`config.mk`:
```
export PLATFORM = sky130hd
export DESIGN_NAME = relative_move_step_asymmetry_correction_flat
export DESIGN_NICKNAME = d
export VERILOG_FILES = /design/src/rtl/rmsac_pkg.sv /design/src/rtl/rmsac_in_if.sv /design/src/rtl/rmsac_out_if.sv /design/src/rtl/rmsac_cfg_if.sv /design/src/rtl/relative_move_step_asymmetry_correction.sv /design/src/rtl/rmsac_ctrl.sv /design/src/rtl/rmsac_datapath.sv /design/src/flat_wrapper.sv
export SDC_FILE = /design/constraint.sdc
export NUM_CORES = 2
export LEC_CHECK = 0
export ABC_CLOCK_PERIOD_IN_PS = 16850
export CELL_PAD_IN_SITES_DETAIL_PLACEMENT = 0
export CELL_PAD_IN_SITES_GLOBAL_PLACEMENT = 1
export CORE_MARGIN = 1
export CORE_UTILIZATION = 43
export CTS_CLUSTER_DIAMETER = 60
export DETAILED_ROUTE_END_ITERATION = 16
export DONT_BUFFER_PORTS = 1
export MAX_ROUTING_LAYER = met4
export PLACE_DENSITY = 0.68
export SLEW_MARGIN = 40
export SYNTH_ARGS = -nofsm -noshare
export SYNTH_HDL_FRONTEND = slang
export SYNTH_SLANG_ARGS = --single-unit
```
`constraint.sdc`:
```
create_clock -name clk -period 16.85 [get_ports clk]
set_input_delay 0.8425 -clock clk [delete_from_list [all_inputs] [get_ports clk]]
set_output_delay 0.8425 -clock clk [all_outputs]
set_load 0.01 [all_outputs]
```
`src/rtl/rmsac_pkg.sv`:
```
`timescale 1ns / 1ps
// ---------------------------------------------------------------------------
// rmsac_pkg
// Widths, codes and controller types for the relative move generator with
// step-asymmetry correction.
// ---------------------------------------------------------------------------
package rmsac_pkg;

  localparam int NUM_MOTORS_DEF = 2;

  localparam int TGT_W      = 31;
  localparam int POS_W      = 32;
  localparam int CNT_W      = 40;
  localparam int SUM_W      = 40;
  localparam int RES_W      = 18;
  localparam int STEP_W     = 33;
  localparam int CORR_W     = 32;
  localparam int FRAC_W     = 16;
  localparam int QUO_W      = 31;
  localparam int DIV_PRE    = QUO_W - FRAC_W;
  localparam int PROD_W     = 64;
  localparam int DIV_CNT_W  = $clog2(QUO_W);
  localparam int CFG_IDX_W  = 2;
  localparam int CFG_DATA_W = 40;

  localparam logic [CNT_W-1:0]         MIN_STEP_RST = 40'd1000;
  localparam logic [QUO_W-1:0]         F_CLAMP_LIM  = 31'h4001_0000;
  localparam logic signed [POS_W-1:0]  F_MAX        = 32'sh4000_0000;
  localparam logic signed [POS_W-1:0]  Q_ONE        = 32'sh0001_0000;
  localparam logic signed [PROD_W-1:0] Q_HALF       = 64'sd32768;
  localparam logic [DIV_CNT_W-1:0]     DIV_LAST     = DIV_CNT_W'(QUO_W - 1);

  typedef enum logic [CFG_IDX_W-1:0] {
    REG_AUTO_CORRECT = 2'd0,
    REG_SINGLE_STEP  = 2'd1,
    REG_MIN_STEP     = 2'd2
  } cfg_reg_t;

  typedef enum logic {
    MODE_MOVE  = 1'b0,
    MODE_CLEAR = 1'b1
  } mode_t;

  typedef enum logic [2:0] {
    ST_IDLE,
    ST_EVAL,
    ST_DIV,
    ST_FSEL,
    ST_MUL,
    ST_RND,
    ST_UPD
  } state_t;

  typedef struct packed {
    logic load;
    logic eval;
    logic div_step;
    logic fsel;
    logic mul;
    logic rnd;
    logic commit;
  } dp_cmd_t;

  typedef struct packed {
    logic drop;
    logic do_corr;
    logic out_free;
  } dp_status_t;

endpackage

```
`src/rtl/rmsac_in_if.sv`:
```
`timescale 1ns / 1ps
// ---------------------------------------------------------------------------
// rmsac_in_if
// Command request channel: move or clear, motor index, absolute target.
// ---------------------------------------------------------------------------
interface rmsac_in_if #(
  parameter int IDX_W = 1
);
  import rmsac_pkg::*;

  logic                    valid;
  logic                    ready;
  logic                    mode;
  logic [IDX_W-1:0]        motor_index;
  logic signed [TGT_W-1:0] target_position;

  modport source (output valid, mode, motor_index, target_position, input ready);
  modport sink   (input valid, mode, motor_index, target_position, output ready);
endinterface

```
`src/rtl/rmsac_out_if.sv`:
```
`timescale 1ns / 1ps
// ---------------------------------------------------------------------------
// rmsac_out_if
// Relative move request channel with counter and correction report.
// ---------------------------------------------------------------------------
interface rmsac_out_if #(
  parameter int IDX_W = 1
);
  import rmsac_pkg::*;

  logic                     valid;
  logic                     ready;
  logic [IDX_W-1:0]         motor_index_out;
  logic signed [STEP_W-1:0] move_steps;
  logic                     single_step_out;
  logic signed [CORR_W-1:0] correction_applied;
  logic [CNT_W-1:0]         increment_total;
  logic [CNT_W-1:0]         decrement_total;
  logic signed [SUM_W-1:0]  correction_total;

  modport source (output valid, motor_index_out, move_steps, single_step_out,
                  correction_applied, increment_total, decrement_total,
                  correction_total, input ready);
  modport sink   (input valid, motor_index_out, move_steps, single_step_out,
                  correction_applied, increment_total, decrement_total,
                  correction_total, output ready);
endinterface

```
`src/rtl/rmsac_cfg_if.sv`:
```
`timescale 1ns / 1ps
// ---------------------------------------------------------------------------
// rmsac_cfg_if
// Configuration write channel: register index and write data.
// ---------------------------------------------------------------------------
interface rmsac_cfg_if;
  import rmsac_pkg::*;

  logic                  valid;
  logic                  ready;
  logic [CFG_IDX_W-1:0]  index;
  logic [CFG_DATA_W-1:0] data;

  modport source (output valid, index, data, input ready);
  modport sink   (input valid, index, data, output ready);
endinterface

```
`src/rtl/relative_move_step_asymmetry_correction.sv`:
```
`timescale 1ns / 1ps
// ---------------------------------------------------------------------------
// relative_move_step_asymmetry_correction
// Turns absolute motor targets into relative move requests, stretching
// downward moves by the observed down/up step ratio.
// ---------------------------------------------------------------------------
// Channels: in_ch takes move or clear requests, out_ch delivers one move
// request per nonzero move, cfg_ch writes auto_correct_enable (0),
// single_step_mode (1) and min_step_count (2); cfg_ch is always ready.
// From accept, an uncorrected move passes ST_EVAL and ST_UPD, a corrected
// move ST_EVAL, ST_DIV, ST_FSEL, ST_MUL, ST_RND and ST_UPD, before the
// commit sets out_ch.valid. A clear, a zero move or an unknown motor emits
// nothing and frees the input after ST_EVAL. A new request is taken only
// in ST_IDLE, once the last one has been committed or dropped; the
// corrected path runs the 31-step restoring divider for the Q15.16 ratio,
// followed by factor select, one 32x32 multiply and one rounding step.
// The result waits in an output register; the next request is accepted and
// processed meanwhile, and the block holds at its commit step while out_ch
// is stalled with a result still pending.
// Reset: positions, counters, sums and residuals go to zero, min_step_count
// to 1000, the other settings to 0, out_ch.valid drops.
// ---------------------------------------------------------------------------
module relative_move_step_asymmetry_correction #(
  parameter int NUM_MOTORS = rmsac_pkg::NUM_MOTORS_DEF
) (
  input  logic         clk,
  input  logic         rst_n,
  rmsac_in_if.sink     in_ch,
  rmsac_out_if.source  out_ch,
  rmsac_cfg_if.sink    cfg_ch
);
  import rmsac_pkg::*;

  localparam int IDX_W = (NUM_MOTORS > 1) ? $clog2(NUM_MOTORS) : 1;

  dp_cmd_t    cmd;
  dp_status_t status;
  logic       in_ready;
  logic       in_acc;

  assign in_ch.ready  = in_ready;
  assign in_acc       = in_ch.valid && in_ready;
  assign cfg_ch.ready = 1'b1;

  rmsac_ctrl u_ctrl (
    .clk      (clk),
    .rst_n    (rst_n),
    .in_valid (in_ch.valid),
    .in_ready (in_ready),
    .status   (status),
    .cmd      (cmd)
  );

  rmsac_datapath #(
    .NUM_MOTORS (NUM_MOTORS),
    .IDX_W      (IDX_W)
  ) u_datapath (
    .clk                    (clk),
    .rst_n                  (rst_n),
    .cmd                    (cmd),
    .status                 (status),
    .in_mode                (in_ch.mode),
    .in_motor_index         (in_ch.motor_index),
    .in_target_position     (in_ch.target_position),
    .cfg_we                 (cfg_ch.valid),
    .cfg_index              (cfg_ch.index),
    .cfg_data               (cfg_ch.data),
    .out_valid              (out_ch.valid),
    .out_ready              (out_ch.ready),
    .out_motor_index        (out_ch.motor_index_out),
    .out_move_steps         (out_ch.move_steps),
    .out_single_step        (out_ch.single_step_out),
    .out_correction_applied (out_ch.correction_applied),
    .out_increment_total    (out_ch.increment_total),
    .out_decrement_total    (out_ch.decrement_total),
    .out_correction_total   (out_ch.correction_total)
  );

  a_busy_after_accept: assert property (@(posedge clk) disable iff (!rst_n)
    in_acc |=> !in_ch.ready)
    else $error("input ready right after an accepted request");

  a_no_result_next: assert property (@(posedge clk) disable iff (!rst_n)
    in_acc |=> !$rose(out_ch.valid))
    else $error("result appeared one cycle after accept");

  a_corr_downward: assert property (@(posedge clk) disable iff (!rst_n)
    (out_ch.valid && (out_ch.correction_applied != '0)) |->
      (out_ch.move_steps[STEP_W-1] || (out_ch.move_steps == '0)))
    else $error("correction on a move that is not downward");

endmodule

```
`src/rtl/rmsac_ctrl.sv`:
```
`timescale 1ns / 1ps
// ---------------------------------------------------------------------------
// rmsac_ctrl
// Sequencer: accept, evaluate, iterate the ratio divider, select factor,
// multiply, round, commit.
// ---------------------------------------------------------------------------
module rmsac_ctrl (
  input  logic                  clk,
  input  logic                  rst_n,
  input  logic                  in_valid,
  output logic                  in_ready,
  input  rmsac_pkg::dp_status_t status,
  output rmsac_pkg::dp_cmd_t    cmd
);
  import rmsac_pkg::*;

  state_t                 state_r, state_nxt;
  logic [DIV_CNT_W-1:0]   div_cnt_r, div_cnt_nxt;

  always_ff @(posedge clk) begin
    if (!rst_n) begin
      state_r   <= ST_IDLE;
      div_cnt_r <= '0;
    end else begin
      state_r   <= state_nxt;
      div_cnt_r <= div_cnt_nxt;
    end
  end

  always_comb begin
    state_nxt   = state_r;
    div_cnt_nxt = div_cnt_r;
    cmd         = '0;
    in_ready    = 1'b0;
    unique case (state_r)
      ST_IDLE: begin
        in_ready = 1'b1;
        if (in_valid) begin
          cmd.load  = 1'b1;
          state_nxt = ST_EVAL;
        end
      end
      ST_EVAL: begin
        cmd.eval = 1'b1;
        priority if (status.drop) begin
          state_nxt = ST_IDLE;
        end else if (status.do_corr) begin
          div_cnt_nxt = DIV_LAST;
          state_nxt   = ST_DIV;
        end else begin
          state_nxt = ST_UPD;
        end
      end
      ST_DIV: begin
        cmd.div_step = 1'b1;
        if (div_cnt_r == '0) begin
          state_nxt = ST_FSEL;
        end else begin
          div_cnt_nxt = div_cnt_r - 1'b1;
        end
      end
      ST_FSEL: begin
        cmd.fsel  = 1'b1;
        state_nxt = ST_MUL;
      end
      ST_MUL: begin
        cmd.mul   = 1'b1;
        state_nxt = ST_RND;
      end
      ST_RND: begin
        cmd.rnd   = 1'b1;
        state_nxt = ST_UPD;
      end
      ST_UPD: begin
        if (status.out_free) begin
          cmd.commit = 1'b1;
          state_nxt  = ST_IDLE;
        end
      end
      default: begin
        state_nxt = ST_IDLE;
      end
    endcase
  end

endmodule

```
`src/rtl/rmsac_datapath.sv`:
```
`timescale 1ns / 1ps
// ---------------------------------------------------------------------------
// rmsac_datapath
// Per-motor state, configuration registers, restoring ratio divider,
// correction multiply and rounding, saturating updates, output register.
// ---------------------------------------------------------------------------
module rmsac_datapath #(
  parameter int NUM_MOTORS = rmsac_pkg::NUM_MOTORS_DEF,
  parameter int IDX_W      = 1
) (
  input  logic                                clk,
  input  logic                                rst_n,
  input  rmsac_pkg::dp_cmd_t                  cmd,
  output rmsac_pkg::dp_status_t               status,
  input  logic                                in_mode,
  input  logic [IDX_W-1:0]                    in_motor_index,
  input  logic signed [rmsac_pkg::TGT_W-1:0]  in_target_position,
  input  logic                                cfg_we,
  input  logic [rmsac_pkg::CFG_IDX_W-1:0]     cfg_index,
  input  logic [rmsac_pkg::CFG_DATA_W-1:0]    cfg_data,
  output logic                                out_valid,
  input  logic                                out_ready,
  output logic [IDX_W-1:0]                    out_motor_index,
  output logic signed [rmsac_pkg::STEP_W-1:0] out_move_steps,
  output logic                                out_single_step,
  output logic signed [rmsac_pkg::CORR_W-1:0] out_correction_applied,
  output logic [rmsac_pkg::CNT_W-1:0]         out_increment_total,
  output logic [rmsac_pkg::CNT_W-1:0]         out_decrement_total,
  output logic signed [rmsac_pkg::SUM_W-1:0]  out_correction_total
);
  import rmsac_pkg::*;

  localparam int CNT_EXT_W = CNT_W + 2;
  localparam int CMP_W     = CNT_W + DIV_PRE;
  localparam int C_W       = PROD_W - FRAC_W;

  logic                    auto_r;
  logic                    single_r;
  logic [CNT_W-1:0]        min_r;

  logic                    mode_r;
  logic [IDX_W-1:0]        mot_r;
  logic signed [TGT_W-1:0] tgt_r;

  logic signed [POS_W-1:0] pos_r [NUM_MOTORS];
  logic [CNT_W-1:0]        inc_r [NUM_MOTORS];
  logic [CNT_W-1:0]        dec_r [NUM_MOTORS];
  logic signed [SUM_W-1:0] sum_r [NUM_MOTORS];
  logic signed [RES_W-1:0] res_r [NUM_MOTORS];

  logic signed [POS_W-1:0]  delta_r;
  logic                     ovf_r;
  logic [CNT_W-1:0]         rem_r;
  logic [QUO_W-1:0]         dvd_r;
  logic signed [POS_W-1:0]  f_r;
  logic signed [PROD_W-1:0] prod_r;
  logic signed [CORR_W-1:0] corr_r;
  logic signed [RES_W-1:0]  res_upd_r;

  logic                     out_valid_r;
  logic [IDX_W-1:0]         out_mot_r;
  logic signed [STEP_W-1:0] out_steps_r;
  logic                     out_single_r;
  logic signed [CORR_W-1:0] out_corr_r;
  logic [CNT_W-1:0]         out_inc_r;
  logic [CNT_W-1:0]         out_dec_r;
  logic signed [SUM_W-1:0]  out_sum_r;

  logic                     mot_ok;
  logic [IDX_W-1:0]         mot_sel;
  logic signed [POS_W-1:0]  tgt_ext;
  logic signed [POS_W-1:0]  pos_cur;
  logic [CNT_W-1:0]         inc_cur;
  logic [CNT_W-1:0]         dec_cur;
  logic signed [SUM_W-1:0]  sum_cur;
  logic signed [RES_W-1:0]  res_cur;
  logic signed [POS_W-1:0]  delta_c;
  logic                     ovf_c;

  logic [CNT_W:0]           div_t;
  logic                     div_ge;
  logic                     f_clamp;
  logic signed [PROD_W-1:0] prod_c;
  logic signed [PROD_W-1:0] rnd_s;
  logic signed [PROD_W-1:0] rnd_t;
  logic signed [C_W-1:0]    rnd_c;
  logic                     c_fits;
  logic signed [CORR_W-1:0] corr_c;
  logic signed [RES_W-1:0]  res_c;

  logic signed [STEP_W:0]     steps_full;
  logic signed [STEP_W-1:0]   steps_c;
  logic signed [SUM_W:0]      sum_full;
  logic signed [SUM_W-1:0]    sum_new;
  logic [CNT_W:0]             inc_full;
  logic [CNT_W-1:0]           inc_new;
  logic signed [CNT_EXT_W-1:0] dec_full;
  logic [CNT_W-1:0]           dec_new;
  logic                       delta_up;
  logic [CNT_W-1:0]           inc_wr;
  logic [CNT_W-1:0]           dec_wr;

  // configuration
  always_ff @(posedge clk) begin
    if (!rst_n) begin
      auto_r   <= 1'b0;
      single_r <= 1'b0;
      min_r    <= MIN_STEP_RST;
    end else if (cfg_we) begin
      unique case (cfg_reg_t'(cfg_index))
        REG_AUTO_CORRECT: auto_r   <= cfg_data[0];
        REG_SINGLE_STEP:  single_r <= cfg_data[0];
        REG_MIN_STEP:     min_r    <= cfg_data[CNT_W-1:0];
        default: ;
      endcase
    end
  end

  // evaluate
  assign mot_ok  = ({{(32-IDX_W){1'b0}}, mot_r} < 32'(NUM_MOTORS));
  assign mot_sel = mot_ok ? mot_r : '0;
  assign tgt_ext = POS_W'(tgt_r);
  assign pos_cur = pos_r[mot_sel];
  assign inc_cur = inc_r[mot_sel];
  assign dec_cur = dec_r[mot_sel];
  assign sum_cur = sum_r[mot_sel];
  assign res_cur = res_r[mot_sel];
  assign delta_c = tgt_ext - pos_cur;
  assign ovf_c   = ({{DIV_PRE{1'b0}}, dec_cur} >= CMP_W'({inc_cur, {DIV_PRE{1'b0}}}));

  assign status.drop     = (mode_r == MODE_CLEAR) || !mot_ok || (delta_c == '0);
  assign status.do_corr  = auto_r && delta_c[POS_W-1] && (dec_cur > min_r) &&
                           (inc_cur > min_r);
  assign status.out_free = !out_valid_r || out_ready;

  // divider step
  assign div_t  = {rem_r, dvd_r[QUO_W-1]};
  assign div_ge = (div_t >= {1'b0, inc_cur});

  // factor, product, rounding
  assign f_clamp = ovf_r || (dvd_r > F_CLAMP_LIM);
  assign prod_c  = delta_r * f_r;
  assign rnd_s   = prod_r + PROD_W'(res_upd_r);
  assign rnd_t   = rnd_s + Q_HALF;
  assign rnd_c   = rnd_t[PROD_W-1:FRAC_W];
  assign c_fits  = (rnd_c[C_W-1:CORR_W-1] == '0) || (rnd_c[C_W-1:CORR_W-1] == '1);
  assign corr_c  = c_fits ? rnd_c[CORR_W-1:0] :
                   (rnd_c[C_W-1] ? {1'b1, {(CORR_W-1){1'b0}}} : {1'b0, {(CORR_W-1){1'b1}}});
  assign res_c   = RES_W'($signed({~rnd_t[FRAC_W-1], rnd_t[FRAC_W-2:0]}));

  // saturating updates
  assign steps_full = (STEP_W+1)'(delta_r) + (STEP_W+1)'(corr_r);
  assign steps_c    = (steps_full[STEP_W] == steps_full[STEP_W-1]) ? steps_full[STEP_W-1:0] :
                      (steps_full[STEP_W] ? {1'b1, {(STEP_W-1){1'b0}}} :
                                            {1'b0, {(STEP_W-1){1'b1}}});
  assign sum_full   = (SUM_W+1)'(sum_cur) + (SUM_W+1)'(corr_r);
  assign sum_new    = (sum_full[SUM_W] == sum_full[SUM_W-1]) ? sum_full[SUM_W-1:0] :
                      (sum_full[SUM_W] ? {1'b1, {(SUM_W-1){1'b0}}} :
                                         {1'b0, {(SUM_W-1){1'b1}}});
  assign inc_full   = {1'b0, inc_cur} + (CNT_W+1)'(delta_r);
  assign inc_new    = inc_full[CNT_W] ? '1 : inc_full[CNT_W-1:0];
  assign dec_full   = $signed({2'b00, dec_cur}) - CNT_EXT_W'(steps_full);
  assign dec_new    = dec_full[CNT_EXT_W-1] ? '0 :
                      (dec_full[CNT_W] ? '1 : dec_full[CNT_W-1:0]);
  assign delta_up   = !delta_r[POS_W-1];
  assign inc_wr     = delta_up ? inc_new : inc_cur;
  assign dec_wr     = delta_up ? dec_cur : dec_new;

  // request and working registers
  always_ff @(posedge clk) begin
    if (cmd.load) begin
      mode_r <= in_mode;
      mot_r  <= in_motor_index;
      tgt_r  <= in_target_position;
    end
    if (cmd.eval) begin
      delta_r   <= delta_c;
      corr_r    <= '0;
      res_upd_r <= res_cur;
      ovf_r     <= ovf_c;
      rem_r     <= CNT_W'(dec_cur[CNT_W-1:DIV_PRE]);
      dvd_r     <= {dec_cur[DIV_PRE-1:0], {FRAC_W{1'b0}}};
    end
    if (cmd.div_step) begin
      rem_r <= div_ge ? CNT_W'(div_t - {1'b0, inc_cur}) : div_t[CNT_W-1:0];
      dvd_r <= {dvd_r[QUO_W-2:0], div_ge};
    end
    if (cmd.fsel) begin
      f_r <= f_clamp ? F_MAX : ($signed({1'b0, dvd_r}) - Q_ONE);
    end
    if (cmd.mul) begin
      prod_r <= prod_c;
    end
    if (cmd.rnd) begin
      corr_r    <= corr_c;
      res_upd_r <= res_c;
    end
  end

  // per-motor state
  always_ff @(posedge clk) begin
    if (!rst_n) begin
      for (int i = 0; i < NUM_MOTORS; i++) begin
        pos_r[i] <= '0;
        inc_r[i] <= '0;
        dec_r[i] <= '0;
        sum_r[i] <= '0;
        res_r[i] <= '0;
      end
    end else if (cmd.eval && (mode_r == MODE_CLEAR)) begin
      for (int i = 0; i < NUM_MOTORS; i++) begin
        inc_r[i] <= '0;
        dec_r[i] <= '0;
        sum_r[i] <= '0;
      end
    end else if (cmd.commit) begin
      pos_r[mot_sel] <= tgt_ext;
      inc_r[mot_sel] <= inc_wr;
      dec_r[mot_sel] <= dec_wr;
      sum_r[mot_sel] <= sum_new;
      res_r[mot_sel] <= res_upd_r;
    end
  end

  // output register
  always_ff @(posedge clk) begin
    if (!rst_n) begin
      out_valid_r <= 1'b0;
    end else if (cmd.commit) begin
      out_valid_r <= 1'b1;
    end else if (out_ready) begin
      out_valid_r <= 1'b0;
    end
  end

  always_ff @(posedge clk) begin
    if (cmd.commit) begin
      out_mot_r    <= mot_sel;
      out_steps_r  <= steps_c;
      out_single_r <= single_r;
      out_corr_r   <= corr_r;
      out_inc_r    <= inc_wr;
      out_dec_r    <= dec_wr;
      out_sum_r    <= sum_new;
    end
  end

  assign out_valid              = out_valid_r;
  assign out_motor_index        = out_mot_r;
  assign out_move_steps         = out_steps_r;
  assign out_single_step        = out_single_r;
  assign out_correction_applied = out_corr_r;
  assign out_increment_total    = out_inc_r;
  assign out_decrement_total    = out_dec_r;
  assign out_correction_total   = out_sum_r;

endmodule
```
`src/flat_wrapper.sv`:
```
// flat-port wrapper written by rule: the top's interface ports become plain ports
module relative_move_step_asymmetry_correction_flat import rmsac_pkg::*;
#(
  parameter int NUM_MOTORS = rmsac_pkg::NUM_MOTORS_DEF
)
  (clk, rst_n, in_ch_valid, in_ch_mode, in_ch_motor_index, in_ch_target_position, in_ch_ready, out_ch_valid, out_ch_motor_index_out, out_ch_move_steps, out_ch_single_step_out, out_ch_correction_applied, out_ch_increment_total, out_ch_decrement_total, out_ch_correction_total, out_ch_ready, cfg_ch_valid, cfg_ch_index, cfg_ch_data, cfg_ch_ready);
  rmsac_in_if in_ch_i ();
  rmsac_out_if out_ch_i ();
  rmsac_cfg_if cfg_ch_i ();
  input  logic clk;
  input  logic rst_n;
  input wire logic [$bits(in_ch_i.valid)-1:0] in_ch_valid;
  input wire logic [$bits(in_ch_i.mode)-1:0] in_ch_mode;
  input wire logic [$bits(in_ch_i.motor_index)-1:0] in_ch_motor_index;
  input wire logic [$bits(in_ch_i.target_position)-1:0] in_ch_target_position;
  output wire logic [$bits(in_ch_i.ready)-1:0] in_ch_ready;
  output wire logic [$bits(out_ch_i.valid)-1:0] out_ch_valid;
  output wire logic [$bits(out_ch_i.motor_index_out)-1:0] out_ch_motor_index_out;
  output wire logic [$bits(out_ch_i.move_steps)-1:0] out_ch_move_steps;
  output wire logic [$bits(out_ch_i.single_step_out)-1:0] out_ch_single_step_out;
  output wire logic [$bits(out_ch_i.correction_applied)-1:0] out_ch_correction_applied;
  output wire logic [$bits(out_ch_i.increment_total)-1:0] out_ch_increment_total;
  output wire logic [$bits(out_ch_i.decrement_total)-1:0] out_ch_decrement_total;
  output wire logic [$bits(out_ch_i.correction_total)-1:0] out_ch_correction_total;
  input wire logic [$bits(out_ch_i.ready)-1:0] out_ch_ready;
  input wire logic [$bits(cfg_ch_i.valid)-1:0] cfg_ch_valid;
  input wire logic [$bits(cfg_ch_i.index)-1:0] cfg_ch_index;
  input wire logic [$bits(cfg_ch_i.data)-1:0] cfg_ch_data;
  output wire logic [$bits(cfg_ch_i.ready)-1:0] cfg_ch_ready;
  assign in_ch_i.valid = in_ch_valid;
  assign in_ch_i.mode = in_ch_mode;
  assign in_ch_i.motor_index = in_ch_motor_index;
  assign in_ch_i.target_position = in_ch_target_position;
  assign in_ch_ready = in_ch_i.ready;
  assign out_ch_valid = out_ch_i.valid;
  assign out_ch_motor_index_out = out_ch_i.motor_index_out;
  assign out_ch_move_steps = out_ch_i.move_steps;
  assign out_ch_single_step_out = out_ch_i.single_step_out;
  assign out_ch_correction_applied = out_ch_i.correction_applied;
  assign out_ch_increment_total = out_ch_i.increment_total;
  assign out_ch_decrement_total = out_ch_i.decrement_total;
  assign out_ch_correction_total = out_ch_i.correction_total;
  assign out_ch_i.ready = out_ch_ready;
  assign cfg_ch_i.valid = cfg_ch_valid;
  assign cfg_ch_i.index = cfg_ch_index;
  assign cfg_ch_i.data = cfg_ch_data;
  assign cfg_ch_ready = cfg_ch_i.ready;
  relative_move_step_asymmetry_correction #(.NUM_MOTORS(NUM_MOTORS)) u_core (.clk(clk), .rst_n(rst_n), .in_ch(in_ch_i), .out_ch(out_ch_i), .cfg_ch(cfg_ch_i));
endmodule
```
; Word-level counts from Yosys, hierarchy flattened
; Memories as Yosys holds them, arrays and structs flattened. A register that Yosys moved wholly into a read port is not among the register bits.
; Cells that the tools add are included.
[word_totals]
regBits = 521
ram_bits = 340
input_bits = 80
output_inout_bits = 190
wordCells = 173
mem_count = 5
[memory_table]
columns = name, words, width, read_ports, rd_ports_with_merged_regs, wr, line
row1 = u_core.u_datapath.dec_r, 2, 40, 1, 1, 2, rmsac_datapath.sv:47  ; logic [CNT_W-1:0] dec_r [NUM_MOTORS];
row2 = u_core.u_datapath.inc_r, 2, 40, 1, 1, 2, rmsac_datapath.sv:46  ; logic [CNT_W-1:0] inc_r [NUM_MOTORS];
row3 = u_core.u_datapath.sum_r, 2, 40, 1, 1, 2, rmsac_datapath.sv:48  ; logic signed [SUM_W-1:0] sum_r [NUM_MOTORS];
row4 = u_core.u_datapath.pos_r, 2, 32, 1, 1, 2, rmsac_datapath.sv:45  ; logic signed [POS_W-1:0] pos_r [NUM_MOTORS];
row5 = u_core.u_datapath.res_r, 2, 18, 1, 1, 2, rmsac_datapath.sv:49  ; logic signed [RES_W-1:0] res_r [NUM_MOTORS];
[op_classes]
n_addsub = 10
n_mul = 1
magnitude_cmp = 5
eq_ne = 17
mux = 76
bitwise = 7
n_reduce_logical = 28
[ops]
columns = op, n
row1 = $mux W40, 19
row2 = $mux W32, 5
row3 = $reduce_or A40 Y1, 3
row4 = $gt A40 B40 Y1, 2
row5 = $mux W33, 2
row6 = $add A64 B17 Y64 const B, 1
row7 = $add A64 B18 Y64, 1
row8 = $mul A32 B32 Y64, 1
row9 = $mux W31, 2
row10 = $ge A40 B55 Y1, 1
row11 = $mux W18, 3
row12 = $sub A41 B33 Y42, 1
row13 = $add A40 B32 Y41, 1
row14 = $add A40 B41 Y41, 1
row15 = $ge A41 B40 Y1, 1
row16 = $sub A40 B40 Y40, 1
row17 = $mux W1, 35
row18 = $add A32 B32 Y33, 1
row19 = $logic_not A32 Y1, 1
row20 = $reduce_or A32 Y1, 1
row21 = $sub A31 B17 Y32 const B, 1
row22 = $sub A31 B32 Y32, 1
row23 = $gt A31 B31 Y1 const B, 1
row24 = $pmux W3 S7, 1
row25 = 27 further kinds, 57

; Depth between registers and ports, before layout
[logic_depth]
ltp_word = 10
ltp_mapped = 31

; Cells and area by module
; From an unflattened synthesis, not the netlist that was laid out.
[unflattened]
hier_cells = 8725
hier_area_um2 = 87818.0
[modules_own_cells]
columns = mod, instances, cells_each, area_per_inst_um2, seq_area_each_um2
row1 = rmsac_datapath, 1, 8662, 87312.5, 25144.1
row2 = rmsac_ctrl, 1, 61, 494.2, 160.2
row3 = relative_move_step_asymmetry_correction, 1, 2, 11.3, 0.0

; Worst setup path after synthesis
; OpenSTA, ideal clock, no wires.
[synth_timing]
path_kind = input-to-reg
start = input out_ch_ready
end = memory u_core.u_datapath.dec_r[0][0], enable pin
setup_time_ns = 0.483
arrival_time_ns = 10.448
slack_ns = 5.918
path_stages = 6
path_cell_list = nand2b_1 -> and3_1 -> clkbuf_1 -> nand3_1 -> clkbuf_1 -> nand2_1
[synth_rtl]
columns = element, line
row1 = from (decl), flat_wrapper.sv:25  ; input wire logic [$bits(out_ch_i.ready)-1:0] out_ch_ready;
row2 = to (decl), rmsac_datapath.sv:47

; Final worst setup path
[layout_timing]
start = register u_core.u_datapath.delta_r[31]
end = register u_core.u_datapath.prod_r[59] (data pin)
[layout_between]
elab_chain_len = 1
[layout_lines]
columns = element, line
row1 = from (decl), rmsac_datapath.sv:51  ; logic signed [POS_W-1:0] delta_r;
row2 = from (signal assigned), rmsac_datapath.sv:177  ; delta_r <= delta_c;
row3 = $mul A32 B32 Y64, rmsac_datapath.sv:142  ; assign prod_c = delta_r * f_r;
row4 = via u_core.u_datapath.prod_c[59], rmsac_datapath.sv:83  ; logic signed [PROD_W-1:0] prod_c;
row5 = to (signal assigned), rmsac_datapath.sv:192  ; prod_r <= prod_c;
row6 = to (decl), rmsac_datapath.sv:56  ; logic signed [PROD_W-1:0] prod_r;
; The timed path passes the listed nets, and every way through them passes these cells.
; A chain may end at the register's enable or synchronous reset.

==> results.json <==
{
  "area.sequential_sq_mm": 0.0253,
  "ys_ff_latch": 860,
  "post_route_cells_drive_above_1_share_pct": 5.09,
  "cts_tree": "built",
  "pin_count_of_the_biggest_net_entering_global_routing": 98,
  "warning_count_from_the_yosys_run": 0,
  "max-slew-margin-rel_pct": 40.4,
  "synth_area_per_cell_sq_um": 10.2,
  "cell_area_after_technology_mapping_sq_mm": 0.0874,
  "fillers": 18900,
  "resize_count_post_cts": 0,
  "initialDrtViolationCount": 5253,
  "synth_cell_types": 99,
  "ctsRootBufferMaster": "sky130_fd_sc_hd__clkbuf_16",
  "grt_antenna_before_repair": 15,
  "postSynth.asyncResetShare_pct": 0,
  "drc": 0,
  "wl_per_cell_um": 25.1,
  "criticalPathCategory": "flop to flop",
  "via_count": 62700,
  "setup_viol": 0,
  "dieArea_sq_mm": 0.205,
  "critical_path.startpoint_type": "flop",
  "multiInputGateArea_sq_mm": 0.0562,
  "final_antenna_net_count": 0,
  "dp_hpwl_um": 212000,
  "synth_enable_flop_cells": 808,
  "gp_congestion": 0.935,
  "cts.sink_count": 860,
  "timing.final.hold_violations": 0,
  "yosys_most_used_dff": "sky130_fd_sc_hd__edfxtp_1",
  "drt-vias-per-instance": 5.58,
  "min_path_type": "input pin to flop",
  "clock_insertion_delay_worst_skew_ns": 0.76,
  "design.final.nets": 10300,
  "hold_ws_ns": 0.180,
  "core_region_area_sq_mm": 0.202,
  "seq_area_frac_synth_pct": 29.0,
  "timing.final.crit_share_pct": 55.5,
  "portBuffers": 0,
  "gr-total-overflow": 0,
  "totalWireLength_um": 281000,
  "ff2ff_path_depth": 24,
  "worstMarginPinSlew_ns": 0.894,
  "floorplan.die.height_um": 453,
  "post_cts_hold_buffer_count": 0,
  "cp_data_required_time_ns": 17.33,
  "start_util_pct": 43.2,
  "design.portCount": 270,
  "worst_min_path_start": "in_ch_target_position[29]",
  "whs_path_depth": 0,
  "gr-usage-all-layers_pct": 28.4,
  "synth_fp_nets": 10400,
  "unrepaired_setup_endpoints_after_global_routing": "false",
  "htreeDepth": 3,
  "die-width_um": 453,
  "worst_setup_path_end_kind": "flop",
  "maximum_count_of_clock_buffers_along_a_single_path": 3,
  "postCtsSetupRepairBufs": 0,
  "critical_path.max_fanout": 48,
  "finalWorstPathRequiredPeriod_ns": 9.36,
  "syn2layout_area_growth_pct": 7.43,
  "hold_path_end": "u_core.u_datapath.tgt_r[29]$_DFFE_PP_",
  "pre_antenna_drt_iters": 6,
  "critical_path.reg2reg.endpoint": "u_core.u_datapath.prod_r[59]$_DFFE_PP_",
  "r2r_setup_slack_ns": 7.49,
  "status": "finished clean",
  "clk_pin_slew_worst_paths_ns": 0.06,
  "grt_first_pass_wirelength_um": 418000,
  "achievable-frequency_mhz": 107,
  "first_global_vias": 64100,
  "synth_cells": 8606,
  "slew_viol_final": 0,
  "fp-row-count": 165,
  "worst_r2r_startpoint": "u_core.u_datapath.delta_r[31]$_DFFE_PP_",
  "reported_max_cap_violation_count": 0,
  "cts-buffers-inserted": 101,
  "cp.arrival_ns": 9.83,
  "setup_tns_ns": 0,
  "skew_ns": 0.0360
}
-- cell families (layout without fill, tap and decap cells) --
family	Yosys count	count (layout)	share of synthesized area [%]
xor gates and xnor gates	332	332	3.34
muxes	186	186	2.20
AOI/OAI and AO/OA	1440	1440	10.5
adders and majority gates	1735	1735	34.2
DFF	860	860	29.0
and+or+nand+nor	2438	2438	13.8
buffers and inverters	1614	1548	7.04
other	1	10	0.00429
-- registers in the layout, indices dropped and copies added, names as in the netlist, 33 cells and up, named ones only --
name and flops:
u_core.u_datapath.dec_r 80, u_core.u_datapath.inc_r 80, u_core.u_datapath.sum_r 80, u_core.u_datapath.prod_r 64, u_core.u_datapath.pos_r 62, u_core.u_datapath.min_r 40
u_core.u_datapath.out_correction_total 40, u_core.u_datapath.out_decrement_total 40, u_core.u_datapath.out_increment_total 40, u_core.u_datapath.rem_r 40, u_core.u_datapath.res_r 36, u_core.u_datapath.out_move_steps 33
-- per-stage QoR --
stage	utilization (%)	cell area (sq um)	worst slack, ns	instances
2_1_floorplan	-	87400	5.92	8606
3_3_place_gp	44.7	90300	7.28	11000
3_5_place_dp	44.7	90400	7.54	11000
4_1_cts	46.4	93800	7.51	11200
5_1_grt	46.4	93900	7.11	11200
6_report	46.5	93900	7.49	11200
-- worst max path at each step --
stage / cells after the start / slack, ns / from / endpoint
6_report: 24 / 7.49 / u_core.u_datapath.delta_r[31]$_DFFE_PP_ / u_core.u_datapath.prod_r[59]$_DFFE_PP_
5_1_grt: 24 / 7.11 / u_core.u_datapath.delta_r[31]$_DFFE_PP_ / u_core.u_datapath.prod_r[59]$_DFFE_PP_
4_1_cts: 24 / 7.51 / u_core.u_datapath.delta_r[31]$_DFFE_PP_ / u_core.u_datapath.prod_r[59]$_DFFE_PP_
3_5_place_dp: 24 / 7.54 / u_core.u_datapath.delta_r[31]$_DFFE_PP_ / u_core.u_datapath.prod_r[59]$_DFFE_PP_
3_3_place_gp: 23 / 7.28 / u_core.u_datapath.f_r[5]$_SDFFCE_PP0P_ / u_core.u_datapath.prod_r[59]$_DFFE_PP_
2_1_floorplan: 6 / 5.92 / out_ch_ready / u_core.u_datapath.dec_r[0][0]$_SDFFCE_PN0P_
-- cell usage in the layout (no fill, tap or decap), types with 46 or more instances in the layout --
cell | synthesis | routed
sky130_fd_sc_hd__edfxtp_1 | 808 | 808
sky130_fd_sc_hd__nand3_1 | 68 | 65
sky130_fd_sc_hd__o21bai_1 | 52 | 52
sky130_fd_sc_hd__clkbuf_16 | 0 | 103
sky130_fd_sc_hd__mux2i_1 | 140 | 140
sky130_fd_sc_hd__buf_4 | 2 | 115
sky130_fd_sc_hd__dfxtp_1 | 52 | 51
sky130_fd_sc_hd__xor2_1 | 111 | 111
sky130_fd_sc_hd__mux2_2 | 46 | 46
sky130_fd_sc_hd__fa_1 | 1089 | 1089
sky130_fd_sc_hd__nor2b_1 | 51 | 51
sky130_fd_sc_hd__xnor2_1 | 220 | 217
sky130_fd_sc_hd__inv_1 | 1232 | 1231
sky130_fd_sc_hd__nand2_1 | 797 | 792
sky130_fd_sc_hd__a21oi_1 | 477 | 475
sky130_fd_sc_hd__ha_1 | 642 | 642
sky130_fd_sc_hd__o21ai_0 | 224 | 223
sky130_fd_sc_hd__nor3_1 | 55 | 55
sky130_fd_sc_hd__o21a_1 | 58 | 57
sky130_fd_sc_hd__nand4_1 | 82 | 82
sky130_fd_sc_hd__a21o_1 | 225 | 225
sky130_fd_sc_hd__and2_1 | 677 | 677
sky130_fd_sc_hd__nand2b_1 | 69 | 68
sky130_fd_sc_hd__nor2_1 | 485 | 480
-- synthesized netlist by cell type (35+ instances only) --
| cell | n | area (sq um) |
|---|---|---|
| sky130_fd_sc_hd__a211oi_1 | 41 | 308 |
| sky130_fd_sc_hd__a21o_1 | 225 | 1690 |
| sky130_fd_sc_hd__a21oi_1 | 477 | 2390 |
| sky130_fd_sc_hd__a31oi_1 | 35 | 219 |
| sky130_fd_sc_hd__and2_1 | 677 | 4240 |
| sky130_fd_sc_hd__and3_1 | 39 | 244 |
| sky130_fd_sc_hd__clkbuf_1 | 321 | 1200 |
| sky130_fd_sc_hd__dfxtp_1 | 52 | 1040 |
| sky130_fd_sc_hd__edfxtp_1 | 808 | 24300 |
| sky130_fd_sc_hd__fa_1 | 1089 | 21800 |
| sky130_fd_sc_hd__ha_1 | 642 | 8030 |
| sky130_fd_sc_hd__inv_1 | 1232 | 4620 |
| sky130_fd_sc_hd__mux2_2 | 46 | 518 |
| sky130_fd_sc_hd__mux2i_1 | 140 | 1400 |
| sky130_fd_sc_hd__nand2_1 | 797 | 2990 |
| sky130_fd_sc_hd__nand2b_1 | 69 | 432 |
| sky130_fd_sc_hd__nand3_1 | 68 | 340 |
| sky130_fd_sc_hd__nand4_1 | 82 | 513 |
| sky130_fd_sc_hd__nor2_1 | 485 | 1820 |
| sky130_fd_sc_hd__nor2b_1 | 51 | 319 |
| sky130_fd_sc_hd__nor3_1 | 55 | 275 |
| sky130_fd_sc_hd__o21a_1 | 58 | 435 |
| sky130_fd_sc_hd__o21ai_0 | 224 | 1120 |
| sky130_fd_sc_hd__o21ai_1 | 47 | 235 |
| sky130_fd_sc_hd__o21bai_1 | 52 | 390 |
| sky130_fd_sc_hd__o22ai_1 | 39 | 244 |
| sky130_fd_sc_hd__xnor2_1 | 220 | 1930 |
| sky130_fd_sc_hd__xor2_1 | 111 | 972 |
-- cell type report --
class / instances / area share [%]
multi-input cells: 6132 / 59.8
flip-flops and latches: 860 / 27.0
clock buffers: 124 / 2.84
repair buffers: 127 / 1.12
clock inverters: 63 / 0.749
well taps: 2672 / 3.56
diodes: 9 / 0.0240
inverters: 1234 / 4.93
-- worst max-delay path, cell delays in order (launching register included) --
cell	delay (ns)
sky130_fd_sc_hd__edfxtp_1	0.35
sky130_fd_sc_hd__buf_4	0.58
sky130_fd_sc_hd__nand2_1	0.26
sky130_fd_sc_hd__inv_1	0.16
sky130_fd_sc_hd__fa_1	0.40
sky130_fd_sc_hd__inv_1	0.26
sky130_fd_sc_hd__fa_1	0.48
sky130_fd_sc_hd__inv_1	0.22
sky130_fd_sc_hd__fa_1	0.49
sky130_fd_sc_hd__fa_1	0.87
sky130_fd_sc_hd__inv_1	0.43
sky130_fd_sc_hd__fa_1	0.60
sky130_fd_sc_hd__inv_1	0.06
sky130_fd_sc_hd__fa_1	0.55
sky130_fd_sc_hd__fa_1	0.43
sky130_fd_sc_hd__fa_1	0.47
sky130_fd_sc_hd__ha_1	0.45
sky130_fd_sc_hd__a21o_1	0.16
sky130_fd_sc_hd__a21o_1	0.11
sky130_fd_sc_hd__a21oi_1	0.09
sky130_fd_sc_hd__and3b_1	0.20
sky130_fd_sc_hd__a2111oi_0	0.74
sky130_fd_sc_hd__nor2_1	0.28
sky130_fd_sc_hd__o21ai_0	0.27
sky130_fd_sc_hd__xor2_1	0.10
-- per-layer routing --
layer	GRT usage, %	vias up	share of wire (%)
li1	-	28200	-
met3	5.72	396	8.4
met1	38.7	31800	44
met2	42.6	2204	44
met4	8.14	0	3.2
met5	-	-	0
Power is left out: the tool's default activity adds up to more than one toggle a clock period on the data nets, which glitch-free logic cannot reach.
